<file path="config.mk">
export PLATFORM = sky130hd
export DESIGN_NAME = lpht_ctrl
export DESIGN_NICKNAME = d
export VERILOG_FILES = /design/src/rtl/core/lpht_pkg.sv /design/src/rtl/core/lpht_ctrl.sv
export SDC_FILE = /design/constraint.sdc
export NUM_CORES = 1
export LEC_CHECK = 0
export BUFFER_PORTS_ARGS = -buffer_cell sky130_fd_sc_hd__buf_2
export CORE_AREA = 5 5 42 44
export CTS_CLUSTER_DIAMETER = 30
export CTS_CLUSTER_SIZE = 12
export DETAILED_ROUTE_END_ITERATION = 8
export DIE_AREA = 0 0 47 49
export PLACE_DENSITY = 0.73
export SETUP_SLACK_MARGIN = 0.3
export SKIP_CTS_REPAIR_TIMING = 1
export SYNTH_ARGS = -nofsm -noshare
export SYNTH_HDL_FRONTEND = slang
export SYNTH_SLANG_ARGS = --single-unit
</file>
<file path="constraint.sdc">
create_clock -name clk_i -period 2.55 [get_ports clk_i]
set_input_delay 0.255 -clock clk_i [delete_from_list [all_inputs] [get_ports clk_i]]
set_output_delay 0.255 -clock clk_i [all_outputs]
set_load 0.02 [all_outputs]
</file>
<file path="src/rtl/core/lpht_pkg.sv">
// Package for the linear-probe hash table core: request/result types,
// operation and status codes, state encoding. No dependencies.
`timescale 1ns / 1ps
package lpht_pkg;

  typedef enum logic [1:0] {
    FUNC_CLEAR  = 2'd0,
    FUNC_INSERT = 2'd1,
    FUNC_LOOKUP = 2'd2,
    FUNC_NOP    = 2'd3
  } func_e;

  typedef enum logic [1:0] {
    ST_OK   = 2'd0,
    ST_MISS = 2'd1,
    ST_FULL = 2'd2
  } status_e;

  typedef struct packed {
    logic [1:0]  func;
    logic [63:0] key_bytes;
    logic [3:0]  key_length;
    logic [15:0] entry_value;
  } req_t;

  typedef struct packed {
    logic [1:0]  status;
    logic [15:0] found_value;
    logic [9:0]  slot;
  } rsp_t;

  typedef enum logic [3:0] {
    S_INIT, S_IDLE, S_HASH, S_FIN, S_MOD, S_PROBE_RD, S_PROBE_CHK, S_CLEAR, S_DONE
  } state_e;

  // controller -> datapath
  typedef struct packed {
    logic load;       // latch request
    logic hash_step;  // one key byte into hash
    logic fin_step;   // one final-mix step
    logic mod_init;
    logic mod_step;
    logic adv;        // pos <- next
    logic wr;         // write insert slot
    logic clr_step;   // clear one slot
    logic clr_init;
    logic set_ok;
    logic set_miss;
    logic set_full;
    logic set_hit;
    logic set_slot;
    logic strobe;
  } cmd_t;

  // datapath -> controller
  typedef struct packed {
    logic [1:0] func;
    logic hash_last;
    logic fin_last;
    logic mod_last;
    logic used;
    logic match;
    logic probe_last;
    logic clr_last;
  } sts_t;

endpackage

</file>
<file path="src/rtl/core/lpht_ctrl.sv">
// Controller FSM of the hash table core. Depends on lpht_pkg.
`timescale 1ns / 1ps
module lpht_ctrl (
  input  logic          clk_i,
  input  logic          rst_ni,
  input  logic          start_i,
  output logic          busy_o,
  input  lpht_pkg::sts_t sts_i,
  output lpht_pkg::cmd_t cmd_o
);
  import lpht_pkg::*;

  state_e state_q, state_d;

  always_ff @(posedge clk_i or negedge rst_ni) begin
    if (!rst_ni) state_q <= S_INIT;
    else state_q <= state_d;
  end

  always_comb begin
    state_d = state_q;
    cmd_o   = '0;
    busy_o  = (state_q != S_IDLE);
    unique case (state_q)
      // sweep every slot empty after reset, no result
      S_INIT: begin
        cmd_o.clr_step = 1'b1;
        if (sts_i.clr_last) state_d = S_IDLE;
      end
      S_IDLE: begin
        if (start_i) begin
          cmd_o.load = 1'b1;
          state_d = S_HASH;
        end
      end
      S_HASH: begin
        unique case (func_e'(sts_i.func))
          FUNC_CLEAR: begin
            cmd_o.clr_init = 1'b1;
            state_d = S_CLEAR;
          end
          FUNC_NOP: begin
            cmd_o.set_ok = 1'b1;
            state_d = S_DONE;
          end
          default: begin
            if (sts_i.hash_last) state_d = S_FIN;
            else cmd_o.hash_step = 1'b1;
          end
        endcase
      end
      S_FIN: begin
        cmd_o.fin_step = 1'b1;
        if (sts_i.fin_last) begin
          cmd_o.mod_init = 1'b1;
          state_d = S_MOD;
        end
      end
      S_MOD: begin
        cmd_o.mod_step = 1'b1;
        if (sts_i.mod_last) state_d = S_PROBE_RD;
      end
      S_PROBE_RD: begin
        state_d = S_PROBE_CHK;
      end
      S_PROBE_CHK: begin
        if (sts_i.func == FUNC_INSERT) begin
          if (!sts_i.used) begin
            cmd_o.wr = 1'b1;
            cmd_o.set_ok = 1'b1;
            cmd_o.set_slot = 1'b1;
            state_d = S_DONE;
          end else if (sts_i.probe_last) begin
            cmd_o.set_full = 1'b1;
            state_d = S_DONE;
          end else begin
            cmd_o.adv = 1'b1;
            state_d = S_PROBE_RD;
          end
        end else begin
          if (sts_i.match) begin
            cmd_o.set_hit = 1'b1;
            cmd_o.set_slot = 1'b1;
            state_d = S_DONE;
          end else if (sts_i.probe_last) begin
            cmd_o.set_miss = 1'b1;
            state_d = S_DONE;
          end else begin
            cmd_o.adv = 1'b1;
            state_d = S_PROBE_RD;
          end
        end
      end
      S_CLEAR: begin
        cmd_o.clr_step = 1'b1;
        if (sts_i.clr_last) begin
          cmd_o.set_ok = 1'b1;
          state_d = S_DONE;
        end
      end
      S_DONE: begin
        cmd_o.strobe = 1'b1;
        state_d = S_IDLE;
      end
      default: state_d = S_IDLE;
    endcase
  end
endmodule

</file>
==> run_results.csv <==
group,metric,value,unit
grt,grt_pass1_vias,503,
finish,largest_reg_flops,4,
worst_setup_path,required,2300,ps
floorplan,start_util,38.5,%
synthesis,yosysWarningCount,0,
power_and_ir_drop,vdd.ir_drop.worst,454,uV
synthesis,ys_ff_latch,4,
synthesis,muxShareOfSynthArea,2.78,%
detailed_routing,vias_per_cell,5.41,
finish,antenna_cells,0,
worst_setup_path,crit_slowest_cell,"dfrtp_1",
power_and_ir_drop,design_power_total,736,uW
place,gp_congestion,0.778,
finish,layout.nets,116,
place,placed_cell_area,683,sq um
timing,hold_ws,352,ps
finish,final_cell_mix,"buf_2, inv_1, nor2_1",
synthesis,seq_area_frac_synth,18.6,%
timing,max_freq,0.490,GHz
timing,post-route-period-util,80.0,%
timing,period_needed,2040,ps
finish,final_cell_area,716,sq um
floorplan,dieArea,2300,sq um
detailed_routing,wl_per_cell,12.4,um
run,drv_cap,0,
place,portBuffers,27,
worst_setup_path,crit_family,"simple AND/OR/NAND/NOR gates",
finish,nFillCells,159,
synthesis,synth_compound_area_share,25.8,%
worst_setup_path,cp-end-kind,"output pin",
detailed_routing,drt_iter0_markers,11,
clock_network,cts_sinks,4,
synthesis,synth_simple_gate_area_share,36.7,%
detailed_routing,vias,617,
finish,final_common_cell,"buf_2",
synthesis,synth-xor-area-share,0,%
synthesis,synth_area_per_cell,7.70,sq um
floorplan,fp.dieW,47,um
finish,top_register,"state_q",
grt,grt_use_total,12.5,%
status,outcome,"finished, final reports clean",
power_and_ir_drop,power_density,1030,nW/um^2
floorplan,rows,14,
synthesis,synth_top_family_by_area,"simple AND/OR/NAND/NOR gates",
place,hpwl,1120,um
detailed_routing,finalWirelength,1410,um
clock_network,clock_latency,230,ps
timing,fin_skew,0.270,ps
floorplan,ios,28,
grt,grt_pass1_wl,2120,um
timing,drv_slew,0,
synthesis,synth_area,539,sq um
timing,tns,0,ps
timing,setup-violations-final,0,
clock_network,clockBufferDepth,2,
worst_setup_path,start_kind,"flop",
detailed_routing,drc_errors,0,
power_and_ir_drop,leakage,0.000411,uW
detailed_routing,drtPass1Iterations,4,
clock_network,cts_made_buffers,3,
worst_setup_path,crit_top_cell,"nand2b_1",
synthesis,syn-num-nets,86,
worst_hold_path,min_path_type,"in -> async",
synthesis,yosys.area_share.adder,9.28,%
worst_setup_path,critPathMaxStageDelay,520,ps
detailed_routing,ant_nets,0,
worst_setup_path,arrival,1790,ps
clock_network,clkTransAtPathRegs,40,ps
synthesis,synthCells,70,
grt,grt_max_degree,17,
worst_setup_path,cp_num_buf_inv,1,
floorplan,fp.dieH,49,um
finish,area_growth,32.7,%
clock_network,htreeDepth,1,
worst_setup_path,crit_fanout,12,
timing,rsz0062_at_grt,"no",
grt,grt_overflow,0,
timing,tightest_slew,463,ps
clock_network,cts_root_buffer,"clkbuf_4",
timing,hold_viol,0,
worst_setup_path,path_cells,"nand2b_1 > nor3b_1 > and3b_1 > nand2b_1 > buf_2",
clock_network,cts_tree,"built",
synthesis,yosysUniqueCellTypes,34,
finish,layout-drive-gt1-share,36.7,%
finish,reg.largest.list,"state_q (4)",
worst_setup_path,critPathKind,"reg -> out",
timing,slew_headroom,69.1,%
finish,final_util,51.1,%
grt,antenna_found_initial,0,
floorplan,core_area,1400,sq um
final timing paths:
path	from	end	slack [ps]	cells past startpoint
max	state_q[1]	cmd_o[1]	510	5
min	rst_ni	state_q[2]	350	2
max reg2reg	state_q[0]	state_q[0]	740	5
min reg2reg	state_q[3]	state_q[2]	560	1
max in group asynchronous	rst_ni	state_q[3]	2090	2
min in group clk_i	sts_i[0]	state_q[1]	400	3
report_power, final:
part / total [uW] / leakage (uW) / switching [uW] / internal (uW)
sequential: 186 / 0.0000505 / 92.5 / 93.4
clock: 77.6 / 0.0000138 / 25.0 / 52.6
combinational: 473 / 0.000346 / 259 / 214
total: 736 / 0.000411 / 376 / 360
Yosys cell counts:
| master | number | area share [%] |
|---|---|---|
| o21bai_1 | 1 | 1.4 |
| or2_1 | 1 | 1.2 |
| and2_1 | 1 | 1.2 |
| nor2_2 | 1 | 1.2 |
| nand3b_1 | 1 | 1.4 |
| nor4_1 | 1 | 1.2 |
| nor2_1 | 6 | 4.2 |
| nor2b_4 | 1 | 2.6 |
| a22oi_1 | 1 | 1.4 |
| inv_1 | 7 | 4.9 |
| and4b_1 | 1 | 1.9 |
| o21ai_1 | 1 | 0.93 |
| and2_4 | 1 | 1.6 |
| clkbuf_1 | 3 | 2.1 |
| a21o_1 | 1 | 1.4 |
| a221oi_4 | 1 | 4.9 |
| a21oi_1 | 5 | 4.6 |
| nand2b_1 | 2 | 2.3 |
| dfrtp_1 | 4 | 19 |
| o21ai_0 | 4 | 3.7 |
| nor4b_1 | 2 | 3.2 |
| nor3b_1 | 2 | 2.8 |
| a21boi_0 | 1 | 1.4 |
| nor2b_1 | 1 | 1.2 |
| o21ai_2 | 1 | 1.6 |
| nand2_1 | 4 | 2.8 |
| a211o_1 | 1 | 1.6 |
| o2bb2ai_1 | 1 | 1.6 |
| and3_1 | 4 | 4.6 |
| mux2_4 | 1 | 2.8 |
| nor3_1 | 2 | 1.9 |
| and3b_1 | 1 | 1.6 |
| a31oi_1 | 1 | 1.2 |
| ha_1 | 4 | 9.3 |
layout make-up:
cell class / count / area (sq um) / share of cell area, %
multi-input cells: 56 / 402 / 56.1
inverters: 7 / 26.3 / 3.67
repair buffers: 28 / 145 / 20.3
well taps: 16 / 20.0 / 2.80
clock buffers: 3 / 22.5 / 3.15
flip-flops and latches: 4 / 100 / 14.0
worst reg2reg max path: cells and delay by family, from the launching register on:
kind	cells	cell delay, ps
AOI/OAI and AO/OA	3	630
DFF	1	540
muxes	1	310
and+or+nand+nor	1	220
through the flow:
stage | cells | setup WS, ps
5_1_grt | 114 | 339
4_1_cts | 113 | 520
3_3_place_gp | 110 | 789
6_report | 114 | 510
3_5_place_dp | 110 | 753
2_1_floorplan | 70 | 836
logic make-up (layout without fill, tap and decap cells):
kind of cell	Yosys count	after routing
buffers and inverters	10	38
AO/OA/AOI/OAI	19	19
AND/OR/NAND/NOR	32	32
adder cells (fa/ha/maj)	4	4
flip-flops	4	4
multiplexers	1	1
per-layer routing:
metal  GRT usage (%)  wire, um  share of wire (%)  vias to the layer above
li1                -         -                  -                      306
met2            18.8       668                 47                       31
met4            5.53        20                1.4                        0
met3            3.69       136                9.6                        4
met1            16.0       586                 42                      276
met5               0         0                  0                        -
Note: power is estimated with default switching activity, not from simulation.
